## src/design/ssrq_pkg.sv

```systemverilog
package ssrq_pkg;

   // default sizing
   localparam int DEPTH_DEFAULT        = 1024;
   localparam int RECORD_WIDTH_DEFAULT = 32;

   // fixed field widths
   localparam int TAG_W    = 32;
   localparam int POS_W    = 32;
   localparam int RECORD_W = 32;
   localparam int COUNT_W  = 32;

   // operation codes carried in req_tuser
   localparam logic FUNC_ENQ = 1'b0;
   localparam logic FUNC_DEQ = 1'b1;

   // sequencer states
   typedef enum logic {
      ST_IDLE,
      ST_EXEC
   } state_type;

   // strobes from the engine to one slot ram
   typedef struct packed {
      logic rd_en;
      logic wr_en;
   } ram_ctl_type;

endpackage

```

## src/design/ssrq_engine.sv

```systemverilog
module ssrq_engine #(
   parameter int DEPTH        = ssrq_pkg::DEPTH_DEFAULT,
   parameter int RECORD_WIDTH = ssrq_pkg::RECORD_WIDTH_DEFAULT,
   parameter int SLOT_W       = $clog2(DEPTH),
   parameter int OCC_W        = $clog2(DEPTH + 1),
   parameter int STORE_W      = (RECORD_WIDTH < 32) ? RECORD_WIDTH : 32
) (
   input  logic                          clock,
   input  logic                          reset,
   // request side
   input  logic                          req_valid,
   output logic                          req_ready,
   input  logic                          req_func,
   input  logic [ssrq_pkg::RECORD_W-1:0] req_record,
   // result side
   output logic                          rsp_valid,
   input  logic                          rsp_ready,
   output logic                          rsp_accepted,
   output logic [ssrq_pkg::RECORD_W-1:0] rsp_record,
   output logic [OCC_W-1:0]              rsp_occupancy,
   output logic [ssrq_pkg::COUNT_W-1:0]  rsp_drop_count,
   // tag ram
   output ssrq_pkg::ram_ctl_type         tag_ctl,
   output logic [SLOT_W-1:0]             tag_wr_addr,
   output logic [ssrq_pkg::TAG_W-1:0]    tag_wr_data,
   output logic [SLOT_W-1:0]             tag_rd_addr,
   input  logic [ssrq_pkg::TAG_W-1:0]    tag_rd_data,
   // record ram
   output ssrq_pkg::ram_ctl_type         rec_ctl,
   output logic [SLOT_W-1:0]             rec_wr_addr,
   output logic [STORE_W-1:0]            rec_wr_data,
   output logic [SLOT_W-1:0]             rec_rd_addr,
   input  logic [STORE_W-1:0]            rec_rd_data
);
   import ssrq_pkg::*;

   localparam int FILL_W = $clog2(DEPTH + 1);
   localparam logic [SLOT_W-1:0]  LAST_SLOT  = SLOT_W'(DEPTH - 1);
   localparam logic [FILL_W-1:0]  FILL_FULL  = FILL_W'(DEPTH);
   localparam logic [POS_W-1:0]   DEPTH_POS  = POS_W'(DEPTH);
   localparam logic [COUNT_W-1:0] DROP_MAX   = '1;

   state_type state_ff, state_in;

   // positions, slot pointers and counters
   logic [POS_W-1:0]    tail_ff, tail_in, head_ff, head_in;
   logic [SLOT_W-1:0]   tail_slot_ff, tail_slot_in, head_slot_ff, head_slot_in;
   logic [FILL_W-1:0]   fill_ff, fill_in;
   logic [COUNT_W-1:0]  drop_ff, drop_in;
   logic [POS_W-1:0]    occ_ff, occ_in;

   // captured item
   logic                func_ff;
   logic [RECORD_W-1:0] record_ff;

   // result register
   logic                rsp_valid_ff, rsp_valid_in;
   logic                acc_ff, acc_in;
   logic [RECORD_W-1:0] rout_ff, rout_in;
   logic [OCC_W-1:0]    occ_out_ff, occ_out_in;
   logic [COUNT_W-1:0]  drop_out_ff, drop_out_in;

   logic [SLOT_W-1:0]   op_slot;
   logic [TAG_W-1:0]    tag_now;
   logic                tag_written;
   logic                hit;
   logic                done;
   logic [POS_W-1:0]    tail_inc, head_inc;

   // next slot pointer: follows position mod depth, back to zero on a position wrap
   function automatic logic [SLOT_W-1:0] next_slot(input logic [SLOT_W-1:0] slot,
                                                   input logic [POS_W-1:0]  pos_inc);
      logic [SLOT_W-1:0] res;
      if (pos_inc == '0) begin
         res = '0;
      end else if (slot == LAST_SLOT) begin
         res = '0;
      end else begin
         res = slot + 1'b1;
      end
      return res;
   endfunction

   assign tail_inc = tail_ff + 1'b1;
   assign head_inc = head_ff + 1'b1;

   // slot of the operation and its effective tag (unwritten slots hold their index)
   assign op_slot     = (func_ff == FUNC_DEQ) ? head_slot_ff : tail_slot_ff;
   assign tag_written = FILL_W'(op_slot) < fill_ff;
   assign tag_now     = tag_written ? tag_rd_data : TAG_W'(op_slot);
   assign hit         = (func_ff == FUNC_DEQ) ? (tag_now == head_inc) : (tag_now == tail_ff);
   assign done        = (state_ff == ST_EXEC) && (!rsp_valid_ff || rsp_ready);

   // ram addressing
   assign tag_rd_addr = (req_func == FUNC_DEQ) ? head_slot_ff : tail_slot_ff;
   assign rec_rd_addr = head_slot_ff;
   assign tag_wr_addr = op_slot;
   assign tag_wr_data = (func_ff == FUNC_DEQ) ? (head_ff + DEPTH_POS) : tail_inc;
   assign rec_wr_addr = tail_slot_ff;
   assign rec_wr_data = record_ff[STORE_W-1:0];

   // sequencer and update logic
   always_comb begin
      state_in     = state_ff;
      tail_in      = tail_ff;
      head_in      = head_ff;
      tail_slot_in = tail_slot_ff;
      head_slot_in = head_slot_ff;
      fill_in      = fill_ff;
      drop_in      = drop_ff;
      occ_in       = occ_ff;
      rsp_valid_in = rsp_valid_ff && !rsp_ready;
      acc_in       = acc_ff;
      rout_in      = rout_ff;
      occ_out_in   = occ_out_ff;
      drop_out_in  = drop_out_ff;
      req_ready    = 1'b0;
      tag_ctl      = '0;
      rec_ctl      = '0;
      unique case (state_ff)
         ST_IDLE: begin
            req_ready = 1'b1;
            if (req_valid) begin
               tag_ctl.rd_en = 1'b1;
               rec_ctl.rd_en = 1'b1;
               state_in      = ST_EXEC;
            end
         end
         ST_EXEC: begin
            if (done) begin
               state_in = ST_IDLE;
               rout_in  = '0;
               if (func_ff == FUNC_ENQ) begin
                  if (hit) begin
                     tag_ctl.wr_en = 1'b1;
                     rec_ctl.wr_en = 1'b1;
                     tail_in       = tail_inc;
                     tail_slot_in  = next_slot(tail_slot_ff, tail_inc);
                     occ_in        = occ_ff + 1'b1;
                     if (fill_ff != FILL_FULL) begin
                        fill_in = fill_ff + 1'b1;
                     end
                  end else if (drop_ff != DROP_MAX) begin
                     drop_in = drop_ff + 1'b1;
                  end
               end else begin
                  if (hit) begin
                     tag_ctl.wr_en = 1'b1;
                     head_in       = head_inc;
                     head_slot_in  = next_slot(head_slot_ff, head_inc);
                     occ_in        = occ_ff - 1'b1;
                     rout_in       = RECORD_W'(rec_rd_data);
                  end
               end
               rsp_valid_in = 1'b1;
               acc_in       = hit;
               drop_out_in  = drop_in;
               occ_out_in   = (occ_in > DEPTH_POS) ? FILL_FULL : OCC_W'(occ_in);
            end
         end
         default: begin
            state_in = ST_IDLE;
         end
      endcase
   end

   // control registers
   always_ff @(posedge clock) begin
      if (reset) begin
         state_ff     <= ST_IDLE;
         tail_ff      <= '0;
         head_ff      <= '0;
         tail_slot_ff <= '0;
         head_slot_ff <= '0;
         fill_ff      <= '0;
         drop_ff      <= '0;
         occ_ff       <= '0;
         rsp_valid_ff <= 1'b0;
      end else begin
         state_ff     <= state_in;
         tail_ff      <= tail_in;
         head_ff      <= head_in;
         tail_slot_ff <= tail_slot_in;
         head_slot_ff <= head_slot_in;
         fill_ff      <= fill_in;
         drop_ff      <= drop_in;
         occ_ff       <= occ_in;
         rsp_valid_ff <= rsp_valid_in;
      end
   end

   // payload registers
   always_ff @(posedge clock) begin
      if (req_valid && req_ready) begin
         func_ff   <= req_func;
         record_ff <= req_record;
      end
      acc_ff      <= acc_in;
      rout_ff     <= rout_in;
      occ_out_ff  <= occ_out_in;
      drop_out_ff <= drop_out_in;
   end

   assign rsp_valid      = rsp_valid_ff;
   assign rsp_accepted   = acc_ff;
   assign rsp_record     = rout_ff;
   assign rsp_occupancy  = occ_out_ff;
   assign rsp_drop_count = drop_out_ff;

endmodule

```

## config.mk

```make
export PLATFORM = sky130hd
export DESIGN_NAME = ssrq_engine
export DESIGN_NICKNAME = d
export VERILOG_FILES = /design/src/design/ssrq_pkg.sv /design/src/design/ssrq_engine.sv
export SDC_FILE = /design/constraint.sdc
export NUM_CORES = 1
export LEC_CHECK = 0
export BUFFER_PORTS_ARGS = -buffer_cell sky130_fd_sc_hd__buf_2
export CAP_MARGIN = 20
export CORE_MARGIN = 2
export CORE_UTILIZATION = 25
export CTS_BUF_LIST = sky130_fd_sc_hd__clkbuf_16
export DETAILED_ROUTE_END_ITERATION = 10
export GPL_ROUTABILITY_DRIVEN = 0
export SYNTH_ARGS = -nofsm -noshare
export SYNTH_HDL_FRONTEND = slang
export SYNTH_SLANG_ARGS = --single-unit
```

## constraint.sdc

```tcl
create_clock -name clock -period 7.7 [get_ports clock]
set_input_delay 1.155 -clock clock [delete_from_list [all_inputs] [get_ports clock]]
set_output_delay 1.155 -clock clock [all_outputs]
set_load 0.01 [all_outputs]
```

==> results of run 1 <==
## stage by stage
stage | hold WS [ns] | total power, mW | setup WS (ns)
2_1_floorplan | 0.493 | 1.74 | 1.30
3_3_place_gp | 0.515 | 1.85 | 1.35
3_5_place_dp | 0.524 | 1.86 | 1.23
4_1_cts | 0.531 | 3.41 | 0.629
5_1_grt | 0.545 | 3.50 | 0.302
6_report | 0.533 | 3.35 | 0.640
## sequential cells by signal (all words and copies together) (netlist names), 32 cells and up
| register | flops |
|---|---|
| drop_ff | 32 |
| head_ff | 32 |
| occ_ff | 32 |
| rec_wr_data | 32 |
| rsp_drop_count | 32 |
| rsp_record | 32 |
| tail_ff | 32 |
## metal layers
layer / vias up / track usage, %
li1: 7474 / -
met4: 4 / 3.87
met3: 78 / 3.23
met5: - / 0
met2: 619 / 24.7
met1: 7204 / 20.6
## Yosys cell counts (18+ instances only)
master	n
ha_1	21
a31oi_1	26
or3_1	20
inv_1	41
and4_1	18
a21oi_1	58
dfxtp_1	161
o21ai_0	68
buf_2	34
mux2_2	18
xor2_1	127
nand4_1	59
nand3_1	80
and3_1	35
and2_1	62
clkbuf_1	97
nor4_1	35
nor2b_1	19
nor2_1	277
nand2_1	181
nor3_1	69
edfxtp_1	109
xnor2_1	153
## worst paths after layout
path | from | to | slack [ns] | depth (start not counted)
hold reg to reg | drop_ff[1]$_SDFFE_PP0P_ | drop_ff[1]$_SDFFE_PP0P_ | 0.53 | 2
setup reg to reg | func_ff$_DFFE_PP_ | rsp_occupancy[10]$_SDFFCE_PN1P_ | 1.15 | 14
setup / recovery | func_ff$_DFFE_PP_ | tag_ctl[0] | 0.64 | 13
hold / removal | drop_ff[1]$_SDFFE_PP0P_ | drop_ff[1]$_SDFFE_PP0P_ | 0.53 | 2
## final cells by class
cell class	instances	area share, %
Inverter	45	0.848
Timing Repair Buffer	307	7.97
Clock inverter	28	0.910
Tap cell	873	5.40
Multi-Input combinational cell	1547	48.4
Clock buffer	35	4.33
Sequential cell	270	32.1
## cell families after synthesis
kind of cell	Yosys count	synth area share [%]
DFF	270	38.0
muxes	34	2.18
buffers and inverters	204	5.08
xor gates and xnor gates	280	14.3
AOI/OAI and AO/OA	261	10.2
and+or+nand+nor	951	28.7
adders and majority gates	21	1.54
## tightest hold or removal path, delay by kind of cell, from the launching register on
family	cells	cell delay (ns)
flip-flops	1	0.33
AND/OR/NAND/NOR	2	0.16
## power by group through the flow
| stage | Combinational, mW | Clock [mW] | Sequential, mW |
|---|---|---|---|
| after floorplan | 0.147 | 0 | 1.59 |
| after global placement | 0.281 | 0 | 1.57 |
| after detailed placement | 0.280 | 0 | 1.58 |
| after CTS | 0.281 | 1.59 | 1.54 |
| after global routing | 0.308 | 1.64 | 1.55 |
| final | 0.283 | 1.53 | 1.54 |
## layout by cell type (no fill, tap or decap), drive strengths merged, types with 8 or more instances in the layout
cell | synthesis | routed
xnor2 | 153 | 153
inv | 42 | 55
o21ai | 68 | 68
o31ai | 8 | 8
and3 | 35 | 35
nand3 | 83 | 83
and2 | 63 | 63
nor4 | 43 | 43
or4 | 17 | 17
a31oi | 26 | 26
or3 | 21 | 21
nor2b | 19 | 19
a21oi | 58 | 58
mux2 | 20 | 20
mux2i | 14 | 14
ha | 21 | 21
xor2 | 127 | 127
clkinv | 3 | 15
nor3 | 76 | 76
nor2 | 277 | 277
a211oi | 14 | 14
dfxtp | 161 | 161
edfxtp | 109 | 109
or2 | 15 | 15
and4 | 18 | 18
nand4 | 61 | 61
buf | 61 | 307
nand2 | 183 | 183
clkbuf | 98 | 35
nand2b | 11 | 11
==> impl_results.md, run 1 <==
* Status: completed
* Period utilization at 91.7%
* Row count at 95
* Number of vias per cell at 4.95
* Final instance area at 0.0202 mm2
* Peak VDD IR at 0.000108 V
* Crit path capture type: output pin
* Startpoint types: register
* Clk slew on worst S/H paths at 0.06 ns
* Latest clock arrival within the worst-skew pair at 0.56 ns
* Average size of a mapped cell at 8.47 um2
* Post-DP HPWL at 41100 um
* Post-CTS Hold Fix Bufs at 0
* Worst hold path class: reg2reg
* Num CTS Buffers at 35
* Top Metal Used: met5
* Critical path arrival at 5.91 ns
* Worst path top cell family by delay: simple AND/OR/NAND/NOR gates
* H-tree depth at 2
* Wire length on met3 at 4560 um
* Largest stage delay on the critical path at 0.78 ns
* Yosys cell types at 95
* Comb power frac at 8.4%
* Number of synthesized flops with an enable pin at 109
* Register area at 0.00650 mm2
* Fmax at 142 MHz
* Initial Util at 25.3%
* Final min period at 7.06 ns
* Die span in x at 266 um
* Slowest cell on crit path: nor2_1
* Fin cells at 3105
* Met2 routed WL at 25000 um
* Clock root cell: clkbuf_16
* Power density cells at 166 mW/mm2
* Initial DRC count at 1350
* Area grow syn2layout at 18.1%
* GRT Util Overall at 15.3%
* Nets at 2328
* Final setup fails at 0
* Sw Pwr at 0.860 mW
* Final setup TNS at 0 ns
* Share of layout cells above drive strength 1 at 19.4%
* Clock sink count at 270
* Sw Share at 25.7%
* Vias in the first global route at 14115
* # DRC at 0
* Largest net degree at the start of global routing at 79
* Initial antenna violation count at 4
* Drt total wl at 55300 um
* Global-route wire length before repair at 84700 um
* Slew @ Worst Pin at 1.13 ns
* Setup Buffers After CTS at 0
* Worst Path Buf+Inv at 2
* Biggest area consumer among synthesized cells: edfxtp_1
* GRT overflow at 0
* Final ANT Viol Nets at 0
* Area of the multi-input gates at 0.00978 mm2
* Post-Syn Area at 0.0171 mm2
* Final hold vios at 0
* DR vias at 15379
* Number of diodes at 0
* Data required, critical path at 6.55 ns
* Internal at 2.49 mW
* 1st-pass router iterations at 5
* Post-CTS resize count at 0
* Syn_nets at 2143
* Seq pwr share at 46.0%
* Clk buf depth at 3
* RSZ-0062 raised after global routing: no
* Clock power share at 45.5%
* Total leakage power at 7.60 nW
* Die H at 266 um
* Yosys top cell area share at 19.1%
* Placed Instance Area at 0.0191 mm2
* Post-Place Cells at 3041
* Main synth FF type: dfxtp_1
* DRT met1 WL at 24500 um
* Slew margin rel. at 23.7%
* Critical-path cell list: mux2_2 -> ha_1 -> or3b_1 -> o221a_1 -> o2111a_1 -> nor2_1 -> a221oi_1 -> a211o_1 -> nor4b_2 -> and4_1 -> nand3_1 -> inv_2 -> buf_2
* Final Skew at 0.0329 ns
* Fillers at 7305
* Synthesis-stage register bit count at 270
* Synth area leaders: edfxtp_1 19%, dfxtp_1 19%, xnor2_1 7.8%
* Routed len/inst at 17.8 um
* Syn Inst Count at 2021
* # port buffers at 286
* I/O pin cnt at 287
* TritonCTS clock tree: built
* FFs w/ async S/R, synth at 0%
* Sequential share of the synthesized area at 38.0%
* Slew Viols, Final at 0
* Core box area at 0.0675 mm2
* WS Path Type: reg2out
* Worst Path Max Fanout at 18
* Die area at 0.0705 mm2
* Max-cap violations at 0
* Core Util, Final at 29.9%
* Syn. warnings at 0
Note: power is estimated with default switching activity, not from simulation.
==> run 2, diff against run 1 <==
==> constraint.sdc (replaced) <==
create_clock -name clock -period 9 [get_ports clock]
set_input_delay 1.35 -clock clock [delete_from_list [all_inputs] [get_ports clock]]
set_output_delay 1.35 -clock clock [all_outputs]
set_load 0.01 [all_outputs]
==> run 2 against run 1 <==
First-iteration DRC count rose by 9.3%. Clock-buffer cell count increased by 1. Critical endpoint unchanged. Combinational power decreased by 14%. Via count is 0.39% lower.
==> impl_results.md, run 2 (synthesis results as in run 1) <==
* Status: completed
* Vias in the first global route at 13811
* Die area at 0.0705 mm2
* Core box area at 0.0675 mm2
* R2r startpoint: func_ff$_DFFE_PP_
* # DRC at 0
* Final hold vios at 0
* Area grow syn2layout at 18.0%
* Crit path capture type: output pin
* Number of diodes at 0
* Slew Viols, Final at 0
* Routed len/inst at 17.8 um
* Pre-CTS setup slack at 2.42 ns
* Peak VDD IR at 0.000118 V
* Clock sink count at 270
* Post-CTS resize count at 0
* Core Util, Final at 29.9%
* H-tree depth at 2
* Slowest cell on crit path: nor2_1
* GRT Util Overall at 15.0%
* Worst hold path class: reg2reg
* Num CTS Buffers at 36
* Number of vias per cell at 4.94
* Largest net degree at the start of global routing at 116
* Critical-path cell list: buf_4 -> mux2_2 -> ha_1 -> or3b_1 -> o221a_1 -> o2111a_1 -> nor2_1 -> a221oi_1 -> a211o_1 -> nor4b_2 -> and4_1 -> nand3_1 -> inv_2 -> buf_2
* # port buffers at 286
* Nets at 2328
* Final Skew at 0.0260 ns
* Row count at 95
* Initial antenna violation count at 3
* Global-route wire length before repair at 83100 um
* Setup ws final at 1.81 ns
* 1st-pass router iterations at 5
* Total leakage power at 7.59 nW
* Final ANT Viol Nets at 0
* Power density cells at 143 mW/mm2
* Fin cells at 3104
* Final setup fails at 0
* Fin Hold WS at 0.533 ns
* Startpoint types: register
* Post-Place Cells at 3041
* Post-DP HPWL at 41300 um
* Data required, critical path at 7.65 ns
* Share of layout cells above drive strength 1 at 19.5%
* Period utilization at 79.9%
* Clk slew on worst S/H paths at 0.06 ns
* Clock root cell: clkbuf_16
* Latest clock arrival within the worst-skew pair at 0.55 ns
* Crit. Startpoint: func_ff$_DFFE_PP_
* Final setup TNS at 0 ns
* Drt total wl at 55300 um
* Slew margin rel. at 27.9%
* Fmax at 139 MHz
* WS Path Type: reg2out
* Worst Path Max Fanout at 28
* Most frequent cells in the layout: 285 x buf_2, 277 x nor2_1, 181 x nand2_1, 161 x dfxtp_1, 153 x xnor2_1
* RSZ-0062 raised after global routing: no
* Slew @ Worst Pin at 1.08 ns
* Worst path top cell family by delay: simple AND/OR/NAND/NOR gates
* Post-CTS Hold Fix Bufs at 0
* Critical path arrival at 5.84 ns
* Final min period at 7.19 ns
* Setup Buffers After CTS at 0
* DR vias at 15319
* Initial DRC count at 1475
* Commonest non-fill, non-tap cell in the layout: buf_2
* Min-delay src: drop_ff[1]$_SDFFE_PP0P_
* Worst Path Buf+Inv at 3
* Clk buf depth at 3
* GRT overflow at 0
* Die H at 266 um
* I/O pin cnt at 287
* Die span in x at 266 um
* Largest stage delay on the critical path at 0.80 ns
* Max-cap violations at 0
* Initial Util at 25.3%
* TritonCTS clock tree: built
[run 2: where the power goes]
part | internal [mW] | total (mW) | switching, mW
sequential | 1.31 | 1.32 | 0.0117
combinational | 0.0822 | 0.244 | 0.161
clock | 0.759 | 1.32 | 0.563
total | 2.15 | 2.88 | 0.735
[run 2: final cells by class]
cell class                 count  area [um2]
tap                          873        1090
inverter                      45         171
multi-input combinational   1547        9780
fill                        7239       47300
sequential                   270        6500
clock buffer                  36         901
clock inverter                27         171
timing repair buffer         306        1580
[run 2: worst paths after layout]
kind	endpoint	slack [ns]	cells past startpoint
max	tag_ctl[0]	1.81	14
min reg2reg	drop_ff[1]$_SDFFE_PP0P_	0.53	2
min	drop_ff[1]$_SDFFE_PP0P_	0.53	2
max reg2reg	rsp_occupancy[10]$_SDFFCE_PN1P_	2.58	15
[run 2: routing by layer]
layer	share of wire [%]	global-route usage (%)
met5	0.016	0
met4	2.3	4.10
met3	9.2	3.67
met2	45	24.1
met1	44	20.1
[run 2: per-stage QoR]
stage               total power [mW]  instance area, um2
floorplan                       1.49               17100
global placement                1.59               19100
detailed placement              1.59               19100
CTS                             2.93               20200
global route                    3.00               20200
finish                          2.88               20200
[run 2: worst min-delay path, delay by kind of cell (launching register included)]
family / cells / cell delay [ns]
AND/OR/NAND/NOR: 2 / 0.15
flip-flops: 1 / 0.33
==> run 3, diff against run 2 <==
==> constraint.sdc (replaced) <==
create_clock -name clock -period 6.4 [get_ports clock]
set_input_delay 0.96 -clock clock [delete_from_list [all_inputs] [get_ports clock]]
set_output_delay 0.96 -clock clock [all_outputs]
set_load 0.01 [all_outputs]
==> run 3 against run 2 <==
Global-route usage grew 0.17 points. Clock-buffer cell count grew 1. Flip-flop and latch count stayed put. Sequential power is 41% higher. Clock skew fell by 0.0060 ns. Clock power increased by 45%. Die area is the same. Worst hold slack gained 0.011 ns. Design area rose by 0.58%. Cell count rose by 0.32%. Critical path depth shrank 1. Via count up 0.54%. Critical path type unchanged. Critical endpoint unchanged. Highest routed layer unchanged.
==> impl_results.md, run 3 (synthesis results as in run 1) <==
* Initial Util at 25.3%
* Final setup fails at 0
* Most frequent cells in the layout: 285 x buf_2, 277 x nor2_1, 181 x nand2_1, 161 x dfxtp_1, 153 x xnor2_1
* Setup Buffers After CTS at 0
* Initial DRC count at 1487
* Area of the multi-input gates at 0.00978 mm2
* Share of layout cells above drive strength 1 at 19.7%
* Placed Instance Area at 0.0192 mm2
* Register area at 0.00650 mm2
* Drt total wl at 55700 um
* Slew margin rel. at 25.6%
* Slew Viols, Final at 0
* Comb power frac at 8.2%
* Number of diodes at 0
* Nets at 2338
* Commonest non-fill, non-tap cell in the layout: buf_2
* Power Total at 4.12 mW
* Slew @ Worst Pin at 1.12 ns
* Largest net degree at the start of global routing at 89
* Crit path capture type: output pin
* Vias in the first global route at 13989
* Die H at 266 um
* Sw Pwr at 1.03 mW
* Final hold vios at 0
* Area grow syn2layout at 18.7%
* Routed len/inst at 17.9 um
* Internal at 3.08 mW
* Clk slew on worst S/H paths at 0.06 ns
* Worst hold path class: reg2reg
* Core box area at 0.0675 mm2
* Die area at 0.0705 mm2
* Max-cap violations at 0
* Clock power share at 46.7%
* Post-DP HPWL at 41300 um
* Setup ws final at 0.346 ns
* Initial antenna violation count at 5
* Period utilization at 94.6%
* Post-CTS resize count at 0
* RSZ-0062 raised after global routing: no
* Row count at 95
* Data required, critical path at 5.44 ns
* Status: completed
* GRT Util Overall at 15.2%
* Seq pwr share at 45.1%
* 1st-pass router iterations at 8
* TritonCTS clock tree: built
* Final ANT Viol Nets at 0
* Global-route wire length before repair at 84100 um
* Peak VDD IR at 0.000166 V
* Number of vias per cell at 4.95
* Post-CTS Hold Fix Bufs at 0
* # DRC at 0
* Final Skew at 0.0200 ns
* Power density cells at 203 mW/mm2
* Core Util, Final at 30.1%
* Final setup TNS at 0 ns
* Sw Share at 25.1%
* Total leakage power at 7.67 nW
* H-tree depth at 2
* Final instance area at 0.0203 mm2
* Num CTS Buffers at 36
* Startpoint types: register
* Die span in x at 266 um
* DR vias at 15401
* Clock root cell: clkbuf_16
* GRT overflow at 0
* Fillers at 7181
* Worst Path Max Fanout at 19
* I/O pin cnt at 287
* # port buffers at 286
* Pre-CTS setup slack at 0.944 ns
* Critical path arrival at 5.09 ns
* Final min period at 6.05 ns
* Latest clock arrival within the worst-skew pair at 0.54 ns
* WS Path Type: reg2out
* Clock sink count at 270
* Clk buf depth at 3
* Fmax at 165 MHz
==> run 3: changes by cell type in the layout (fill, tap and decap cells not counted), sizes merged <==
cell	change
buf	+10
clkinv	-4
inv	+3
bufinv	+1
clkbuf	+1
clkinvlp	-1
==> run 3: layout make-up <==
cell class	instances	share of cell area, %
clock buffers	37	4.56
clock inverters	26	0.924
inverters	45	0.844
well taps	873	5.38
multi-input cells	1547	48.1
repair buffers	316	8.17
flip-flops and latches	270	32.0
==> run 3: stage by stage <==
step / hold slack, ns / instances
floorplan: 0.493 / 2021
global placement: 0.512 / 3051
detailed placement: 0.532 / 3051
CTS: 0.542 / 3114
global route: 0.553 / 3114
finish: 0.544 / 3114
==> run 3: worst paths after layout <==
check	from	endpoint	slack [ns]	depth (start not counted)
hold reg to reg	drop_ff[1]$_SDFFE_PP0P_	drop_ff[1]$_SDFFE_PP0P_	0.54	2
setup / recovery	func_ff$_DFFE_PP_	tag_ctl[0]	0.35	13
hold / removal	drop_ff[1]$_SDFFE_PP0P_	drop_ff[1]$_SDFFE_PP0P_	0.54	2
setup reg to reg	func_ff$_DFFE_PP_	rsp_occupancy[10]$_SDFFCE_PN1P_	0.85	15
==> run 3: metal layers <==
| metal | track usage (%) | part of all wire [%] |
|---|---|---|
| met1 | 20.1 | 44 |
| met2 | 24.1 | 45 |
| met3 | 3.97 | 8.8 |
| met4 | 4.74 | 2.7 |
| met5 | 0 | 0.093 |
==> run 3: worst max-delay path: stages (launching register included) <==
cell       delay (ns)
edfxtp_1         0.66
o21ai_0          0.71
ha_1             0.36
a21oi_1          0.18
o21ai_0          0.16
o2111ai_2        0.29
nand2_4          0.20
mux2_4           0.34
a211o_1          0.31
nor4b_2          0.37
and4_1           0.33
nand3_1          0.13
inv_2            0.31
buf_2            0.20
==> run 3: power by group through the flow <==
stage / Clock, mW / Sequential [mW] / Combinational (mW)
finish: 1.92 / 1.86 / 0.338
global route: 2.06 / 1.86 / 0.366
CTS: 1.98 / 1.86 / 0.338
detailed placement: 0 / 1.90 / 0.336
global placement: 0 / 1.89 / 0.337
floorplan: 0 / 1.91 / 0.177
